===== config.mk =====
export PLATFORM = sky130hd
export DESIGN_NAME = pcpfs_queue
export DESIGN_NICKNAME = d
export VERILOG_FILES = /design/src/rtl/pcpfs_pkg.sv /design/src/rtl/pcpfs_queue.sv
export SDC_FILE = /design/constraint.sdc
export NUM_CORES = 1
export LEC_CHECK = 0
export ABC_AREA = 0
export BUFFER_PORTS_ARGS = -buffer_cell sky130_fd_sc_hd__buf_2
export CAP_MARGIN = 40
export CELL_PAD_IN_SITES_DETAIL_PLACEMENT = 0
export CELL_PAD_IN_SITES_GLOBAL_PLACEMENT = 1
export CORE_MARGIN = 5
export CORE_UTILIZATION = 35
export CTS_CLUSTER_DIAMETER = 80
export DETAILED_ROUTE_END_ITERATION = 6
export HOLD_SLACK_MARGIN = 0.06
export PLACE_DENSITY = 0.65
export SLEW_MARGIN = 5
export SYNTH_ARGS = -nofsm -noshare
export SYNTH_HDL_FRONTEND = slang
export SYNTH_SLANG_ARGS = --single-unit

===== constraint.sdc =====
create_clock -name clk -period 6.55 [get_ports clk]
set_input_delay 1.31 -clock clk [delete_from_list [all_inputs] [get_ports clk]]
set_output_delay 1.31 -clock clk [all_outputs]
set_load 0.05 [all_outputs]

===== src/rtl/pcpfs_pkg.sv =====
// Package for the point charge potential and field summation unit.
// Holds the field widths, the queue entry type and the engine state type.
// Used by every module in rtl.
package pcpfs_pkg;

	localparam int CoordW = 32;
	localparam int AccW = 64;
	localparam int QueueDepthDefault = 2;

	typedef struct packed {
		logic signed [CoordW:0] rx;
		logic signed [CoordW:0] ry;
		logic signed [CoordW:0] rz;
		logic signed [CoordW-1:0] w;
		logic singular;
		logic last;
	} item_t;

	typedef enum logic [3:0] {
		ST_IDLE, ST_SQ, ST_SQRT, ST_D2, ST_D3, ST_D3H, ST_PDIV, ST_PACC,
		ST_FMUL, ST_FDIV, ST_FACC, ST_OUT
	} eng_state_t;

	typedef enum logic [1:0] {
		REG_PROBE_X = 2'd0,
		REG_PROBE_Y = 2'd1,
		REG_PROBE_Z = 2'd2
	} reg_idx_t;

	// Signed saturating add of a signed 64-bit acc and a sign/magnitude term
	function automatic logic [AccW-1:0] sat_add(input logic [AccW-1:0] acc,
			input logic neg, input logic [AccW-1:0] mag);
		logic [AccW-1:0] u;
		logic [AccW:0] t;
		u = acc ^ {1'b1, {(AccW-1){1'b0}}};
		if (neg) begin
			t = {1'b0, u} - {1'b0, mag};
			u = t[AccW] ? '0 : t[AccW-1:0];
		end else begin
			t = {1'b0, u} + {1'b0, mag};
			u = t[AccW] ? '1 : t[AccW-1:0];
		end
		return u ^ {1'b1, {(AccW-1){1'b0}}};
	endfunction

endpackage


===== src/rtl/pcpfs_queue.sv =====
// Short FIFO between front end and engine.
// Depends on pcpfs_pkg for item_t.
module pcpfs_queue import pcpfs_pkg::*; #(
	parameter int Depth = QueueDepthDefault
) (
	input  logic clk,
	input  logic arst_n,
	input  logic wr_valid,
	output logic wr_ready,
	input  item_t wr_item,
	output logic rd_valid,
	input  logic rd_ready,
	output item_t rd_item
);
	localparam int AW = (Depth > 1) ? $clog2(Depth) : 1;
	item_t mem_q [Depth];
	logic [AW-1:0] wp_q, rp_q;
	logic [AW:0] cnt_q;
	logic wr, rd;

	assign wr_ready = cnt_q != Depth[AW:0];
	assign rd_valid = cnt_q != '0;
	assign rd_item = mem_q[rp_q];
	assign wr = wr_valid && wr_ready;
	assign rd = rd_valid && rd_ready;

	always_ff @(posedge clk or negedge arst_n) begin
		if (!arst_n) begin
			wp_q <= '0;
			rp_q <= '0;
			cnt_q <= '0;
		end else begin
			if (wr) begin
				wp_q <= (wp_q == AW'(Depth - 1)) ? '0 : wp_q + 1'b1;
			end
			if (rd) begin
				rp_q <= (rp_q == AW'(Depth - 1)) ? '0 : rp_q + 1'b1;
			end
			cnt_q <= cnt_q + {{AW{1'b0}}, wr} - {{AW{1'b0}}, rd};
		end
	end

	always_ff @(posedge clk) begin
		if (wr) begin
			mem_q[wp_q] <= wr_item;
		end
	end
endmodule


==> metrics.txt <==
P&R area growth vs syn=27.3%; Final period util=53.9%; Setup crit start kind=flip-flop; Synth Instances=between 400 and 500; largest family of logic cells by synthesized area=multiplexers; design area=12800 um^2; RSZ-0062 raised after global routing=false; clock sinks=270; grt ovf=0; worst-margin pin slew=~0.84 ns; PD cells=539 nW/um^2; FP Rows=a little over 60; die area=between 30000 and 40000 um^2; critical path type=flip-flop to output pin; final setup TNS=0 ns; Reg clk slew, reported paths=0.06 ns; Hold Vio Cnt, Final=0; Post-Route WL=20100 um; gr usage total=a little under an eighth; Worst VDD drop=around 320 uV; hold_buf cts=0; Final Slew Violations=0; Final Skew=0.0104 ns; via count=roughly 5100; Setup WS pre-CTS=roughly 3.3 ns; core area=28500 um^2; fin nets=between 800 and 900; Inst Count DP=~1100; Post-Syn Area=10100 um^2; n_diodes=0; vias in the first global route=between 5000 and 6000; DIE HEIGHT=about 180 um; TritonCTS Buffers=29; adder-cell share of the synthesized area=less than 1%; root cell of the clock tree=clkbuf_16; fmax=between 0.2 and 0.3 GHz; post-route ant nets=0; share of layout cells above drive strength 1=just over 60%; first-pass GRT wire length=around 31000 um; crit path capture type=output pin; Initial Utilization=roughly a third; compound-cell area share of the yosys netlist=less than 1%; Post-Syn Area per Cell=~23 um^2; Post-CTS Setup Repair Bufs=0; crit path max fanout=68; Seq/Total Area, Yosys=~80%; largest net degree at the start of global routing=69; leak pwr=around 0.0049 uW; vias per cell=around 4.5; status=complete, no violations; Ports=about 270; H-tree levels=1; CTS tree=built; IO buf count=271; worst-case clock buffer depth=3; Slew Limit Headroom=between 40% and 50%; Skew-Pair Late Insertion Delay=around 0.54 ns; post-DP HPWL=around 14000 um; slack of the critical path=between 3 and 4 ns; Initial DRC Count=around 180; Worst EP arrival=2.22 ns; max capacitance violation total=0; TritonRoute pass-1 iters=4; drc violations=0; Die Width=roughly 180 um; final setup vio count=0; Yosys reg bits=270; global placer's final weighted congestion=about 0.70; post-DR wirelength/cell=between 15 and 20 um; post-synthesis mux area share=between 15 and 20%; Distinct cells, synth=19; final std cells w/o fill=approximately 1100; yosys warns=0; fill count=roughly 2600; initial antenna violation count=2; post-synthesis simple-gate area fraction=less than 1%; xor/xnor share of the synthesized area=0.261%; Critical Path RT=about 5.2 ns; Post-CTS Resized=0; area post-placement=11900 um^2; syn nets=roughly 570; Hold Path Class=flip-flop to flip-flop; Final Critical Period=roughly 3.5 ns
==> worst max-delay path, cell delays in order, from the launching register on <==
cell,delay [ns]
dfrtp_4,0.59
buf_12,0.44
mux2_2,0.40
buf_2,0.21
==> placed cells by master, fill, tap and decap left out, types with 2 or more instances in the layout <==
cell,n
buf_2,271
edfxtp_1,266
mux2_2,73
mux2_4,60
clkbuf_16,29
clkbuf_1,8
clkinv_2,6
buf_4,4
xnor2_1,3
clkinv_1,3
bufinv_16,3
dfrtp_1,3
nor2_1,2
nand2_1,2
clkinvlp_4,2
buf_16,2
==> metrics by stage <==
step	hold WS, ns	total power (uW)	utilization, %
4_1_cts	0.532	7010	44.8
6_report	0.559	6900	44.8
3_5_place_dp	0.547	5440	41.6
2_1_floorplan	0.479	4860	-
3_3_place_gp	0.542	5360	41.4
5_1_grt	0.537	7200	44.8
==> cells by family after synthesis <==
group	after synthesis
buf+inv	15
fa+ha+maj	1
mux	133
xor+xnor	3
flops	270
compound gates	4
simple gates	10
==> state kept, by name, indices dropped and copies added (netlist names) <==
name,cells
mem_q,266
rp_q,1
cnt_q,2
wp_q,1
==> synth_stat cells <==
library cell | count | area share [%]
buf_2 | 7 | 0.35
buf_6 | 8 | 0.90
nor2b_1 | 1 | 0.062
o21ai_0 | 1 | 0.050
xnor2_1 | 3 | 0.26
nor2_1 | 3 | 0.11
a32oi_1 | 1 | 0.087
nand2b_1 | 1 | 0.062
mux2_4 | 60 | 9.0
a21bo_2 | 1 | 0.10
and3_1 | 1 | 0.062
nand3_1 | 1 | 0.050
edfxtp_1 | 266 | 79
or2_2 | 1 | 0.062
mux2_2 | 73 | 8.2
ha_1 | 1 | 0.12
dfrtp_1 | 4 | 1.0
nand2_1 | 2 | 0.075
a211oi_1 | 1 | 0.075
==> where the power goes <==
part	internal (uW)	switching, uW
combinational	835	2040
clock	929	620
sequential	2360	112
==> area by class of cell <==
cell class	count	area [um^2]	share of cell area, %
Sequential cell	270	8090	63.2
Multi-Input combinational cell	151	1850	14.5
Timing Repair Buffer	278	1460	11.4
Clock buffer	37	756	5.90
Tap cell	384	480	3.75
Clock inverter	15	155	1.21
==> routing by layer <==
layer,wire length (um),track usage (%)
met1,8040,14.4
met2,10000,20.5
met3,1810,4.65
met4,257,2.53
met5,21,0
==> worst paths after layout <==
| check | from | to | slack (ns) | depth (start not counted) |
|---|---|---|---|---|
| max | rp_q$_DFFE_PN0P_ | rd_item[129] | 3.02 | 3 |
| min | wp_q$_DFFE_PN0P_ | wp_q$_DFFE_PN0P_ | 0.56 | 1 |
| max reg2reg | cnt_q[0]$_DFF_PN0_ | mem_q[1][32]$_DFFE_PP_ | 4.19 | 3 |
| min reg2reg | wp_q$_DFFE_PN0P_ | wp_q$_DFFE_PN0P_ | 0.56 | 1 |
| max in group asynchronous | arst_n | rp_q$_DFFE_PN0P_ | 5.84 | 1 |
| min in group asynchronous | arst_n | rp_q$_DFFE_PN0P_ | 0.57 | 1 |
No activity file was read; power rests on OpenSTA's default activity.
