`config.mk`:
```
export PLATFORM = sky130hd
export DESIGN_NAME = pcpfs_front
export DESIGN_NICKNAME = d
export VERILOG_FILES = /design/src/rtl/pcpfs_pkg.sv /design/src/rtl/pcpfs_front.sv
export SDC_FILE = /design/constraint.sdc
export NUM_CORES = 1
export LEC_CHECK = 0
export BUFFER_PORTS_ARGS = -buffer_cell sky130_fd_sc_hd__buf_2
export CORE_MARGIN = 8
export CORE_UTILIZATION = 28
export DETAILED_ROUTE_END_ITERATION = 8
export GPL_TIMING_DRIVEN = 0
export PLACE_DENSITY = 0.5
export SLEW_MARGIN = 30
export SYNTH_ARGS = -nofsm -noshare
export SYNTH_HDL_FRONTEND = slang
export SYNTH_SLANG_ARGS = --single-unit
```
`constraint.sdc`:
```
create_clock -name clk -period 6.7 [get_ports clk]
set_input_delay 2.01 -clock clk [delete_from_list [all_inputs] [get_ports clk]]
set_output_delay 2.01 -clock clk [all_outputs]
set_load 0.01 [all_outputs]
```
`src/rtl/pcpfs_pkg.sv`:
```
// Package for the point charge potential and field summation unit.
// Holds the field widths, the queue entry type and the engine state type.
// Used by every module in rtl.
package pcpfs_pkg;

	localparam int CoordW = 32;
	localparam int AccW = 64;
	localparam int QueueDepthDefault = 2;

	typedef struct packed {
		logic signed [CoordW:0] rx;
		logic signed [CoordW:0] ry;
		logic signed [CoordW:0] rz;
		logic signed [CoordW-1:0] w;
		logic singular;
		logic last;
	} item_t;

	typedef enum logic [3:0] {
		ST_IDLE, ST_SQ, ST_SQRT, ST_D2, ST_D3, ST_D3H, ST_PDIV, ST_PACC,
		ST_FMUL, ST_FDIV, ST_FACC, ST_OUT
	} eng_state_t;

	typedef enum logic [1:0] {
		REG_PROBE_X = 2'd0,
		REG_PROBE_Y = 2'd1,
		REG_PROBE_Z = 2'd2
	} reg_idx_t;

	// Signed saturating add of a signed 64-bit acc and a sign/magnitude term
	function automatic logic [AccW-1:0] sat_add(input logic [AccW-1:0] acc,
			input logic neg, input logic [AccW-1:0] mag);
		logic [AccW-1:0] u;
		logic [AccW:0] t;
		u = acc ^ {1'b1, {(AccW-1){1'b0}}};
		if (neg) begin
			t = {1'b0, u} - {1'b0, mag};
			u = t[AccW] ? '0 : t[AccW-1:0];
		end else begin
			t = {1'b0, u} + {1'b0, mag};
			u = t[AccW] ? '1 : t[AccW-1:0];
		end
		return u ^ {1'b1, {(AccW-1){1'b0}}};
	endfunction

endpackage

```
`src/rtl/pcpfs_front.sv`:
```
// Front end: takes input transactions, forms R = point - probe and the
// singular mark. Depends on pcpfs_pkg.
module pcpfs_front import pcpfs_pkg::*; (
	input  logic clk,
	input  logic arst_n,
	input  logic in_valid,
	output logic in_ready,
	input  logic [CoordW-1:0] px,
	input  logic [CoordW-1:0] py,
	input  logic [CoordW-1:0] pz,
	input  logic [CoordW-1:0] pw,
	input  logic plast,
	input  logic [CoordW-1:0] probe_x,
	input  logic [CoordW-1:0] probe_y,
	input  logic [CoordW-1:0] probe_z,
	output logic out_valid,
	input  logic out_ready,
	output item_t out_item
);
	logic valid_q;
	item_t item_q;
	item_t nxt;

	always_comb begin
		nxt.rx = {px[CoordW-1], px} - {probe_x[CoordW-1], probe_x};
		nxt.ry = {py[CoordW-1], py} - {probe_y[CoordW-1], probe_y};
		nxt.rz = {pz[CoordW-1], pz} - {probe_z[CoordW-1], probe_z};
		nxt.w = pw;
		nxt.last = plast;
		nxt.singular = (px == probe_x) && (py == probe_y) && (pz == probe_z);
	end

	assign in_ready = !valid_q || out_ready;
	assign out_valid = valid_q;
	assign out_item = item_q;

	always_ff @(posedge clk or negedge arst_n) begin
		if (!arst_n) begin
			valid_q <= 1'b0;
		end else if (in_ready) begin
			valid_q <= in_valid;
		end
	end

	always_ff @(posedge clk) begin
		if (in_valid && in_ready) begin
			item_q <= nxt;
		end
	end
endmodule

```
==> impl_summary.log, run 1 <==
INFO  metric power_report.internal_total = around 1.9 mW
INFO  metric detailedRoute.firstIterationViolations = 390
INFO  metric timing.critical_path.required = a little under 7 ns
INFO  metric synth-edff-count = between 100 and 150
INFO  metric dieArea = roughly 40000 sq um
INFO  metric postSynthRegisterBits = approximately 130
INFO  metric numCtsBuffers = 17
INFO  metric drt_pre_antenna_iters = 4
INFO  metric wirelength = between 30000 and 40000 um
INFO  metric p_comb_frac = 0.285
INFO  metric placement.cell_area = 12200 sq um
INFO  metric reg2reg_from = out_valid
INFO  metric synthesized_area_per_cell = 9.70 sq um
INFO  metric setup_repair_after_global_routing_missed_its_margin = no
INFO  metric synth_flop_cell = sky130_fd_sc_hd__edfxtp_1
INFO  metric setup_viol = 0
INFO  metric seqPwrFrac = 0.381
INFO  metric post_cts_hold_buffer_count = 0
INFO  metric p_sw_frac = 0.322
INFO  metric timing.critical_path.fanout_max = 5
INFO  metric dr_total_vias = just under 9000
INFO  metric post_cts_buffers = 0
INFO  metric fillerInstances = roughly 3600
INFO  metric worstRegToRegCells = 4
INFO  metric cts_htree_levels = 4
INFO  metric finalCriticalPeriod = ~4.7 ns
INFO  metric grt_pass1_wl = slightly above 50000 um
INFO  metric via_count_of_the_first_global_routing_pass = 9005
INFO  metric yosys.cell_count.top_type = sky130_fd_sc_hd__edfxtp_1
INFO  metric io_buffers = 363
INFO  metric path_class = in2reg
INFO  metric post-synth-top-area-fraction = 0.411
INFO  metric clock-root-buffer = sky130_fd_sc_hd__clkbuf_16
INFO  metric hp-start = out_valid
INFO  metric clkPwrFrac = 0.334
INFO  metric final.setup_skew = ~0.011 ns
INFO  metric grt_start_max_net_pins = 45
INFO  metric critPathLaunch = pz[0]
INFO  metric clk_path_buf_depth = 2
INFO  metric status = complete, no violations
INFO  metric yosysSeqAreaShare = 0.413
INFO  metric post_synth_inst_count = roughly 1000
INFO  metric area_growth_syn_to_layout = 31.2%
INFO  metric synth_top_cells_by_count = 133 x sky130_fd_sc_hd__edfxtp_1, 123 x sky130_fd_sc_hd__inv_1, 96 x sky130_fd_sc_hd__ha_1, 87 x sky130_fd_sc_hd__a21oi_1, 68 x sky130_fd_sc_hd__nand2_1
INFO  metric hold-worst-slack = about 0.54 ns
INFO  metric max_freq = between 0.2 and 0.25 GHz
INFO  metric route.antenna.remaining_nets = 0
INFO  metric async_flop_share = 0.00746
INFO  metric die_y = around 200 um
INFO  metric peakVddDrop = approximately 0.00017 V
INFO  metric synth.lib_cells_used.distinct = 76
INFO  metric core-area = around 34000 sq um
INFO  metric tritoncts = yes
INFO  metric clock_sink_count = 134
INFO  metric rr_endpoint = out_item[115]
INFO  metric p_sw = 903 uW
INFO  metric whs_path_depth = 2
INFO  metric nNetsFinal = between 1500 and 2000
INFO  metric timing_max_transition_violations_final = 0
INFO  metric worstSkewPairLatency = 0.44 ns
INFO  metric cts.repair.resized = 0
INFO  metric grt_usage = 0.154
INFO  metric crit_path_end_kind = flop
INFO  metric syn-num-nets = between 1000 and 1500
INFO  metric fin_crit_sh = 0.701
INFO  metric total_leakage_power = just under 6 nW
INFO  metric worst-slew-pin-transition = 0.698 ns
INFO  metric worst_slew_margin_rel = 0.529
INFO  metric wl_per_cell = between 15 and 20 um
INFO  metric drive_above_1_share = 0.304
INFO  metric cap_violations = 0
INFO  metric holdCritPathClass = reg2reg
INFO  metric row_count = a little under 70
INFO  metric ioPinCount = 364
INFO  metric gpl.final_weighted_congestion = ~0.86
INFO  metric internal_reg_to_reg_setup_slack = 4.91 ns
INFO  metric synth.yosys.warnings = 0
INFO  metric number_of_antenna_violations_at_the_first_check_in_global_routing = 7
INFO  metric worstHoldEndpoint = out_valid
INFO  metric path_clk_slew = 0.07 ns
INFO  metric gr-total-overflow = 0
INFO  metric mean_number_of_vias_per_cell = 4.72
INFO  metric place_hpwl = roughly 27000 um
INFO  metric final_hold_violating_endpoints = 0
INFO  metric drcViolationCount = 0
INFO  metric p_per_area = about 220 nW/um^2
INFO  metric timing.critical_path.from_type = input port
INFO  metric floorplan.initialDensity = 0.283
INFO  metric design_area = 12700 sq um
INFO  metric die-width = between 200 and 250 um
INFO  metric worstPathArrival = 4.86 ns
INFO  metric netlist_top_cells_area = sky130_fd_sc_hd__edfxtp_1 41%, sky130_fd_sc_hd__ha_1 12%, sky130_fd_sc_hd__inv_1 4.8%
INFO  metric synth_top_area_cell = sky130_fd_sc_hd__edfxtp_1
INFO  metric netlist_area = 9720 sq um
[flip-flops by register name, summed over array words and instances, names as in the netlist]
| register | cells |
|---|---|
| out_item | 133 |
| out_valid | 1 |
[power groups by stage]
| stage | Clock, mW | Sequential, mW | Combinational (mW) |
|---|---|---|---|
| 6_report | 0.935 | 1.07 | 0.799 |
| 5_1_grt | 0.998 | 1.07 | 0.891 |
| 4_1_cts | 0.975 | 1.07 | 0.809 |
| 3_5_place_dp | 0 | 1.08 | 0.805 |
| 3_3_place_gp | 0 | 1.09 | 0.795 |
| 2_1_floorplan | 0 | 1.13 | 0.463 |
[how the worst max path moves through the flow]
| stage | endpoint | slack, ns | cells after the start |
|---|---|---|---|
| after floorplan | out_item[0] | 0.91 | 2 |
| after global routing | out_item[66] | 1.90 | 11 |
| after global placement | out_item[119] | -1.03 | 3 |
| final | out_item[66] | 2.00 | 11 |
| after detailed placement | out_item[66] | 1.61 | 11 |
| after CTS | out_item[66] | 2.08 | 11 |
[routing by layer]
layer / track usage / part of all wire / up-vias
met5: 0 / 0.0018 / -
met4: 0.0357 / 0.012 / 10
met3: 0.0434 / 0.063 / 33
met2: 0.263 / 0.49 / 262
met1: 0.190 / 0.43 / 4046
li1: - / - / 4415
[critical path, stage by stage]
cell,delay [ns]
sky130_fd_sc_hd__buf_2,0.08
sky130_fd_sc_hd__inv_1,0.03
sky130_fd_sc_hd__ha_1,0.20
sky130_fd_sc_hd__fa_1,0.39
sky130_fd_sc_hd__nand2b_1,0.19
sky130_fd_sc_hd__a211oi_1,0.40
sky130_fd_sc_hd__o2111ai_1,0.33
sky130_fd_sc_hd__o221ai_1,0.60
sky130_fd_sc_hd__nand3_1,0.22
sky130_fd_sc_hd__a31oi_1,0.27
sky130_fd_sc_hd__a221oi_1,0.13
[cell families after synthesis]
kind of cell	Yosys count	share of synthesized area
AOI/OAI and AO/OA	296	0.199
and+or+nand+nor	240	0.124
buffers and inverters	153	0.0613
DFF	134	0.413
adders and majority gates	99	0.130
xor gates and xnor gates	80	0.0721
[stage by stage]
step                      std cells  setup WS (ns)  power, mW  TNS (ns)   util
after floorplan                1002          0.909       1.59         0      -
after global placement         1820          -1.03       1.89   -135.34  0.352
after detailed placement       1823           1.61       1.89         0  0.354
after CTS                      1855           2.08       2.85         0  0.371
after global routing           1856           1.90       2.96         0  0.371
final                          1856           2.00       2.80         0  0.371
[area by class of cell]
| cell class | instances | area [sq um] | area share |
|---|---|---|---|
| well taps | 455 | 569 | 0.0447 |
| inverters | 123 | 462 | 0.0362 |
| clock inverters | 14 | 140 | 0.0110 |
| diodes | 1 | 2.50 | 0.000196 |
| clock buffers | 18 | 429 | 0.0337 |
| repair buffers | 366 | 1880 | 0.148 |
| plain buffers | 30 | 134 | 0.0105 |
| flip-flops and latches | 134 | 4020 | 0.315 |
| multi-input cells | 715 | 5110 | 0.401 |
[cell usage in the layout (no fill, tap or decap), drive strengths merged, types with 4 or more instances in the layout]
cell,n
a211o,5
a211oi,13
a21boi,8
a21o,38
a21oi,87
a31oi,13
and2,5
and3,6
buf,371
clkbuf,43
edfxtp,133
ha,96
inv,130
nand2,70
nand2b,16
nand3,29
nand4,21
nor2,48
nor2b,4
nor3,15
nor4,4
o211ai,9
o21a,15
o21ai,55
o21bai,9
o22ai,4
o311ai,4
o31a,4
o31ai,7
or2,6
or3,4
xnor2,49
xor2,31
Power figures use the tool's default switching activity.
==> run 2, diff against run 1 <==
--- a/config.mk
+++ b/config.mk
@@ -5,12 +5,13 @@
 export SDC_FILE = /design/constraint.sdc
 export NUM_CORES = 1
 export LEC_CHECK = 0
+export ABC_AREA = 1
 export BUFFER_PORTS_ARGS = -buffer_cell sky130_fd_sc_hd__buf_2
 export CORE_MARGIN = 8
 export CORE_UTILIZATION = 28
 export DETAILED_ROUTE_END_ITERATION = 8
 export GPL_TIMING_DRIVEN = 0
-export PLACE_DENSITY = 0.5
+export PLACE_DENSITY = 0.49
 export SLEW_MARGIN = 30
 export SYNTH_ARGS = -nofsm -noshare
 export SYNTH_HDL_FRONTEND = slang
==> constraint.sdc (replaced) <==
create_clock -name clk -period 4.8 [get_ports clk]
set_input_delay 1.44 -clock clk [delete_from_list [all_inputs] [get_ports clk]]
set_output_delay 1.44 -clock clk [all_outputs]
set_load 0.01 [all_outputs]
==> run 2 against run 1 <==
  * Global-route usage is 1.3 points higher
  * Area after synthesis is 23% higher
  * Power is 54% higher
  * Clock power is 66% higher
  * Critical path depth is 7 lower
  * Cell area is 20% higher
  * Clock skew hardly changed
  * Synthesized cell count is 82% higher
  * Utilization is 0.62 points lower
  * Combinational power is 61% higher
  * First-iteration DRC count is 32% higher
  * Count of clock-buffer cells in the layout is 2 higher
  * Critical endpoint is now in_ready
==> impl_summary.log, run 2 <==
INFO  metric row_count = 75 (+10%)
INFO  metric critical-path-top-cell-by-count = sky130_fd_sc_hd__buf_2
INFO  metric number_of_antenna_violations_at_the_first_check_in_global_routing = 3 (-4)
INFO  metric ioPinCount = 364 (unchanged)
INFO  metric cap_violations = 0 (unchanged)
INFO  metric finalCriticalPeriod = 3.29 ns
INFO  metric cts_htree_levels = 4 (unchanged)
INFO  metric cp_slowest_cell = sky130_fd_sc_hd__buf_2
INFO  metric place_hpwl = 35900 um (+32%)
INFO  metric synth_top_cells_by_count = 727 x sky130_fd_sc_hd__nand2_1, 469 x sky130_fd_sc_hd__inv_1, 133 x sky130_fd_sc_hd__edfxtp_1, 120 x sky130_fd_sc_hd__nor2_1, 96 x sky130_fd_sc_hd__ha_1
INFO  metric die_y = 222 um (+9.9%)
INFO  metric timing.critical_path.fanout_max = 2 (-3)
INFO  metric clock-root-buffer = sky130_fd_sc_hd__clkbuf_16
INFO  metric io_buffers = 363 (unchanged)
INFO  metric area_growth_syn_to_layout = 28.3%
INFO  metric grt_pass1_wl = 64300 um (+27%)
INFO  metric grt_usage = 0.167 (+0.0129)
INFO  metric path_class = in2out
INFO  metric fin_crit_sh = 0.686
INFO  metric largest_register_ff_count = 133 (unchanged)
INFO  metric synth-edff-count = 133 (unchanged)
INFO  metric synth_flop_cell = sky130_fd_sc_hd__edfxtp_1
INFO  metric total_leakage_power = 9.20 nW (+55%)
INFO  metric post_synth_inst_count = 1824 (+82%)
INFO  metric cp_cell_sequence = buf_2, inv_1, nand2_1, buf_2
INFO  metric worstSkewPairLatency = 0.48 ns (+0.04 ns)
INFO  metric netlist_top_cells_area = sky130_fd_sc_hd__edfxtp_1 34%, sky130_fd_sc_hd__nand2_1 23%, sky130_fd_sc_hd__inv_1 15%
INFO  metric netlist_area = 11900 sq um (+23%)
INFO  metric gpl.final_weighted_congestion = 0.901 (+5.3%)
INFO  metric post_cts_hold_buffer_count = 0 (unchanged)
INFO  metric tritoncts = yes
INFO  metric holdCritPathClass = reg2reg
INFO  metric peakVddDrop = 0.000241 V (+40%)
INFO  metric setup_repair_after_global_routing_missed_its_margin = no
INFO  metric async_flop_share = 0.00746 (unchanged)
INFO  metric wl_per_cell = 14.9 um (-16%)
INFO  metric drcViolationCount = 0 (unchanged)
INFO  metric timing.critical_path.from_type = input port
INFO  metric post-synth-top-area-fraction = 0.335 (-0.0758)
INFO  metric clk_path_buf_depth = 2 (unchanged)
INFO  metric final_hold_violating_endpoints = 0 (unchanged)
INFO  metric core-area = 41900 sq um (+22%)
INFO  metric worst-slew-pin-transition = 0.479 ns (-0.219 ns)
INFO  metric setup_ws = 1.51 ns (-0.497 ns)
INFO  metric worst_slew_margin_rel = 0.680 (+0.152)
INFO  metric grt_start_max_net_pins = 21 (-53%)
INFO  metric wirelength = 41200 um (+26%)
INFO  metric nNetsFinal = 2542 (+48%)
INFO  metric dieArea = 49400 sq um (+21%)
INFO  metric yosysSeqAreaShare = 0.337 (-0.0763)
INFO  metric layout.cells.most_common = sky130_fd_sc_hd__nand2_1
INFO  metric cts.repair.resized = 0 (unchanged)
INFO  metric mean_number_of_vias_per_cell = 4.25 (-10%)
INFO  metric synth.yosys.warnings = 0 (unchanged)
INFO  metric postLayoutCoreUtil = 0.365 (-0.00617)
INFO  metric max_freq = between 0.3 and 0.4 GHz
INFO  metric yosys.cell_count.top_type = sky130_fd_sc_hd__nand2_1
INFO  metric synth.lib_cells_used.distinct = 26 (-66%)
INFO  metric timing_max_transition_violations_final = 0 (unchanged)
INFO  metric critPathMaxStageDelay = 0.14 ns (-0.46 ns)
INFO  metric final.setup_skew = 0.0105 ns (-0.000161 ns)
INFO  metric route.antenna.remaining_nets = 0 (unchanged)
INFO  metric synth_top_area_cell = sky130_fd_sc_hd__edfxtp_1
INFO  metric numCtsBuffers = 17 (unchanged)
INFO  metric gr-total-overflow = 0 (unchanged)
INFO  metric drt_pre_antenna_iters = 5 (+1)
INFO  metric critical-path-top-delay-family = buffers and inverters
INFO  metric layout_common_cells = 727 x sky130_fd_sc_hd__nand2_1, 469 x sky130_fd_sc_hd__inv_1, 363 x sky130_fd_sc_hd__buf_2
INFO  metric post_cts_buffers = 0 (unchanged)
INFO  metric floorplan.initialDensity = 0.284 (+0.00139)
INFO  metric worstPathArrival = 1.85 ns (-3.01 ns)
INFO  metric crit_path_end_kind = output pin
INFO  metric postSynthRegisterBits = 134 (unchanged)
INFO  metric dr_total_vias = 11761 (+34%)
INFO  metric pre_cts_slack = 1.41 ns (-0.201 ns)
INFO  metric setup_viol = 0 (unchanged)
INFO  metric die-width = 222 um (+9.9%)
INFO  metric worst-path-buf-inv = 3 (+1)
INFO  metric p_per_area = 282 nW/um^2 (+28%)
INFO  metric path_clk_slew = 0.06 ns (about the same)
INFO  metric detailedRoute.firstIterationViolations = 514 (+32%)
INFO  metric clock_sink_count = 134 (unchanged)
INFO  metric via_count_of_the_first_global_routing_pass = 12028 (+34%)
INFO  metric timing.critical_path.required = 3.36 ns (-3.51 ns)
INFO  metric drive_above_1_share = 0.208 (-0.0959)
INFO  metric status = complete, no violations
INFO  metric synthesized_area_per_cell = 6.53 sq um (-33%)
INFO  metric syn-num-nets = 2152 (+62%)
[run 2: cell count changes after synthesis, moves of 15 or more]
cell | previous run | this run
sky130_fd_sc_hd__nor2_1 | 47 | 120
sky130_fd_sc_hd__nand2b_1 | 16 | 0
sky130_fd_sc_hd__o21a_1 | 15 | 0
sky130_fd_sc_hd__o21ai_0 | 48 | 0
sky130_fd_sc_hd__a21oi_1 | 87 | 62
sky130_fd_sc_hd__a21o_1 | 37 | 3
sky130_fd_sc_hd__xnor2_1 | 49 | 8
sky130_fd_sc_hd__nand2_1 | 68 | 727
sky130_fd_sc_hd__nand2_2 | 1 | 37
sky130_fd_sc_hd__clkbuf_1 | 25 | 0
sky130_fd_sc_hd__inv_1 | 123 | 469
sky130_fd_sc_hd__nand3_1 | 29 | 69
[run 2: per-stage QoR]
stage | TNS (ns) | total power [mW] | cell area [sq um] | hold WS, ns | cells
2_1_floorplan | 0 | 2.31 | 11900 | 0.671 | 1824
3_3_place_gp | -110.62 | 2.79 | 14400 | 0.552 | 2726
3_5_place_dp | 0 | 2.81 | 14600 | 0.584 | 2734
4_1_cts | 0 | 4.41 | 15300 | 0.598 | 2766
5_1_grt | 0 | 4.60 | 15300 | 0.613 | 2769
6_report | 0 | 4.32 | 15300 | 0.591 | 2769
[run 2: cell families after synthesis]
| family | Yosys count | share of synthesized area |
|---|---|---|
| adders and majority gates | 99 | 0.106 |
| xor gates and xnor gates | 45 | 0.0331 |
| and+or+nand+nor | 1000 | 0.343 |
| buffers and inverters | 478 | 0.151 |
| AOI/OAI and AO/OA | 68 | 0.0298 |
| DFF | 134 | 0.337 |
[run 2: area by class of cell]
class / instances / area, sq um
antenna: 3 / 7.51
buffer: 2 / 18.8
clock buffer: 20 / 447
clock inverter: 12 / 226
fill: 4533 / 26600
inverter: 476 / 1790
multi-input combinational: 1212 / 6110
sequential: 134 / 4020
tap: 539 / 674
timing repair buffer: 371 / 2010
[run 2: path summary, 6_finish.rpt]
check	start	endpoint	slack [ns]	depth (start not counted)
setup reg to reg	out_valid	out_item[77]	3.04	4
hold / removal	out_valid	out_valid	0.59	2
setup / recovery	out_ready	in_ready	1.51	4
max in group asynchronous	arst_n	out_valid	3.96	1
min in group asynchronous	arst_n	out_valid	0.74	1
hold reg to reg	out_valid	out_valid	0.59	2
[run 2: worst min-delay path: cells and delay by family (launching register included)]
kind             cells  cell delay, ns
DFF                  1            0.41
and+or+nand+nor      2            0.15
[run 2: per-layer routing]
metal / vias up / routed length (um) / global-route usage
met2: 280 / 20500 / 0.299
li1: 6244 / - / -
met1: 5203 / 17700 / 0.190
met3: 34 / 2330 / 0.0494
met5: - / 0 / 0
met4: 0 / 688 / 0.0513
[run 2: power by group]
group          internal [mW]  total [mW]  switching [mW]
Sequential              1.45        1.48          0.0318
Clock                  0.987        1.55           0.559
Combinational          0.478        1.29           0.814
==> run 3, diff against run 2 <==
--- a/config.mk
+++ b/config.mk
@@ -11,7 +11,7 @@
 export CORE_UTILIZATION = 28
 export DETAILED_ROUTE_END_ITERATION = 8
 export GPL_TIMING_DRIVEN = 0
-export PLACE_DENSITY = 0.49
+export PLACE_DENSITY = 0.51
 export SLEW_MARGIN = 30
 export SYNTH_ARGS = -nofsm -noshare
 export SYNTH_HDL_FRONTEND = slang
==> constraint.sdc (replaced) <==
create_clock -name clk -period 2.67 [get_ports clk]
set_input_delay 0.801 -clock clk [delete_from_list [all_inputs] [get_ports clk]]
set_output_delay 0.801 -clock clk [all_outputs]
set_load 0.01 [all_outputs]
==> run 3 against run 2 <==
  * Die area unchanged
  * Global-route usage about the same
  * Utilization shrank 0.14 points
  * Flip-flop and latch count unchanged
  * Clock skew is 0.0038 ns lower
  * Sequential share of layout area grew 0.10 points
  * First-iteration DRC count is 9.5% higher
  * Count of clock-buffer cells in the layout decreased by 3
  * Non-clock buffer count did not move
  * Critical path depth grew 10
==> impl_summary.log, run 3 (synthesis results as in run 2) <==
INFO  metric setup_repair_after_global_routing_missed_its_margin = no
INFO  metric worstRegToRegCells = 4 (unchanged)
INFO  metric detailedRoute.firstIterationViolations = 563 (+9.5%)
INFO  metric rr_endpoint = out_item[67]
INFO  metric mean_number_of_vias_per_cell = 4.26 (+0.30%)
INFO  metric post_cts_buffers = 0 (unchanged)
INFO  metric worstSkewPairLatency = 0.47 ns (about the same)
INFO  metric dr_total_vias = 11796 (+0.30%)
INFO  metric gpl.final_weighted_congestion = 0.927 (+2.9%)
INFO  metric layout_common_cells = 727 x sky130_fd_sc_hd__nand2_1, 467 x sky130_fd_sc_hd__inv_1, 363 x sky130_fd_sc_hd__buf_2
INFO  metric die-width = 222 um (unchanged)
INFO  metric pre_cts_slack = -0.0956 ns (-1.50 ns)
INFO  metric total_leakage_power = 9.16 nW (-0.41%)
INFO  metric final_hold_violating_endpoints = 0 (unchanged)
INFO  metric gr-total-overflow = 0 (unchanged)
INFO  metric route.antenna.remaining_nets = 0 (unchanged)
INFO  metric grt_usage = 0.167 (about the same)
INFO  metric layout.cells.most_common = sky130_fd_sc_hd__nand2_1
INFO  metric setup_viol = 0 (unchanged)
INFO  metric path_clk_slew = 0.06 ns (about the same)
INFO  metric wl_per_cell = 14.8 um (-0.63%)
INFO  metric clk_path_buf_depth = 2 (unchanged)
INFO  metric crit_path_end_kind = flop
INFO  metric grt_start_max_net_pins = 21 (unchanged)
INFO  metric cts_htree_levels = 4 (unchanged)
INFO  metric dieArea = 49400 sq um (unchanged)
INFO  metric p_comb_frac = 0.311 (+0.012)
INFO  metric post_cts_hold_buffer_count = 0 (unchanged)
INFO  metric clock_sink_count = 134 (unchanged)
INFO  metric status = complete, no violations
INFO  metric peakVddDrop = 0.000430 V (+79%)
INFO  metric max_freq = roughly 0.45 GHz
INFO  metric holdCritPathClass = in2async
INFO  metric nNetsFinal = 2542 (unchanged)
INFO  metric worst-slew-pin-transition = 0.525 ns (+0.0458 ns)
INFO  metric timing.critical_path.from_type = input port
INFO  metric die_y = 222 um (unchanged)
INFO  metric timing_max_transition_violations_final = 0 (unchanged)
INFO  metric via_count_of_the_first_global_routing_pass = 12247 (+1.8%)
INFO  metric setup_ws = 0.435 ns (-1.07 ns)
INFO  metric drcViolationCount = 0 (unchanged)
INFO  metric cts.repair.resized = 0 (unchanged)
INFO  metric internal_reg_to_reg_setup_slack = 0.93 ns (-2.11 ns)
INFO  metric place_inst = 2734 (unchanged)
INFO  metric power_report.internal_total = 4.93 mW (+69%)
INFO  metric p_per_area = 490 nW/um^2 (+74%)
INFO  metric finish.cell_count_without_fillers = 2769 (unchanged)
INFO  metric drive_above_1_share = 0.209 (+0.000898)
INFO  metric worst_slew_margin_rel = 0.649 (-0.0306)
INFO  metric post_route_setup_tns = 0 ns (unchanged)
INFO  metric area_growth_syn_to_layout = 27.9%
INFO  metric place_hpwl = 35600 um (-0.91%)
INFO  metric number_of_antenna_violations_at_the_first_check_in_global_routing = 4 (+1)
INFO  metric clkPwrFrac = 0.334 (-0.024)
INFO  metric worstPathArrival = 2.45 ns (+0.60 ns)
INFO  metric cap_violations = 0 (unchanged)
INFO  metric fin_crit_sh = 0.837
INFO  metric final.setup_skew = 0.00666 ns (-0.00381 ns)
INFO  metric p_sw_frac = 0.341 (+0.0151)
INFO  metric ioPinCount = 364 (unchanged)
INFO  metric finalCriticalPeriod = around 2.2 ns
INFO  metric tritoncts = yes
INFO  metric floorplan.initialDensity = 0.284 (unchanged)
INFO  metric wirelength = 41000 um (-0.63%)
INFO  metric largest_register_ff_count = 133 (unchanged)
INFO  metric clock-root-buffer = sky130_fd_sc_hd__clkbuf_16
INFO  metric grt_pass1_wl = 64600 um (+0.53%)
INFO  metric drt_pre_antenna_iters = 5 (unchanged)
INFO  metric reg2reg_from = out_valid
INFO  metric numCtsBuffers = 17 (unchanged)
INFO  metric path_class = in2reg
INFO  metric hold-worst-slack = 0.106 ns (-0.486 ns)
INFO  metric row_count = 75 (unchanged)
INFO  metric p_sw = 2.54 mW (+81%)
INFO  metric core-area = 41900 sq um (unchanged)
INFO  metric io_buffers = 363 (unchanged)
INFO  metric timing.critical_path.required = 2.89 ns (-0.47 ns)
INFO  metric seqPwrFrac = 0.355 (+0.012)
INFO  metric timing.critical_path.fanout_max = 3 (+1)
[run 3: changes by cell type in the layout (fill, tap and decap cells not counted)]
| cell | before | now |
|---|---|---|
| sky130_fd_sc_hd__inv_2 | 7 | 8 |
| sky130_fd_sc_hd__inv_1 | 469 | 467 |
| sky130_fd_sc_hd__bufinv_16 | 6 | 3 |
| sky130_fd_sc_hd__clkinvlp_4 | 2 | 4 |
| sky130_fd_sc_hd__clkbuf_1 | 2 | 0 |
| sky130_fd_sc_hd__clkinv_1 | 0 | 2 |
| sky130_fd_sc_hd__inv_12 | 0 | 1 |
| sky130_fd_sc_hd__inv_6 | 0 | 4 |
| sky130_fd_sc_hd__clkbuf_8 | 1 | 0 |
| sky130_fd_sc_hd__clkinv_4 | 3 | 1 |
[run 3: per-layer routing]
layer / share of wire / routed length (um) / GRT usage
met5: 0.00063 / 26 / 0
met4: 0.022 / 897 / 0.0584
met3: 0.056 / 2280 / 0.0473
met1: 0.42 / 17400 / 0.188
met2: 0.50 / 20400 / 0.299
[run 3: power by group through the flow]
| stage | Clock (mW) | Combinational (mW) | Sequential, mW |
|---|---|---|---|
| floorplan | 0 | 1.34 | 2.81 |
| global placement | 0 | 2.29 | 2.72 |
| detailed placement | 0 | 2.34 | 2.70 |
| CTS | 2.62 | 2.36 | 2.66 |
| global route | 2.69 | 2.64 | 2.67 |
| finish | 2.49 | 2.32 | 2.66 |
[run 3: area by class of cell]
class	instances	area [sq um]
Fill cell	4584	26700
Antenna cell	3	7.51
Tap cell	539	674
Inverter	476	1800
Sequential cell	134	4020
Clock inverter	15	176
Clock buffer	17	425
Timing Repair Buffer	371	2010
Multi-Input combinational cell	1212	6110
Buffer	2	18.8
[run 3: worst max-delay path by stage]
stage,start,endpoint,depth (start not counted)
detailed placement,pz[0],out_item[58],14
CTS,pz[0],out_item[58],14
global placement,out_ready,out_item[105],3
global route,pz[0],out_item[58],14
finish,pz[0],out_item[58],14
floorplan,out_ready,out_item[0],2
[run 3: through the flow]
step,power [mW],area (sq um),utilization
2_1_floorplan,4.15,11900,-
3_3_place_gp,5.01,14400,0.344
3_5_place_dp,5.05,14600,0.349
4_1_cts,7.64,15200,0.363
5_1_grt,8.01,15200,0.363
6_report,7.47,15200,0.363
[run 3: critical path: stages]
cell and delay, ns:
sky130_fd_sc_hd__buf_2 0.08, sky130_fd_sc_hd__inv_1 0.06, sky130_fd_sc_hd__ha_1 0.23, sky130_fd_sc_hd__fa_1 0.41
sky130_fd_sc_hd__inv_1 0.13, sky130_fd_sc_hd__nand2_1 0.06, sky130_fd_sc_hd__nand2_1 0.08, sky130_fd_sc_hd__nand3_1 0.09
sky130_fd_sc_hd__nand2_2 0.11, sky130_fd_sc_hd__nand2_1 0.07, sky130_fd_sc_hd__nand2_2 0.12, sky130_fd_sc_hd__nand2_1 0.08
sky130_fd_sc_hd__nand3_1 0.07, sky130_fd_sc_hd__nand2_1 0.07
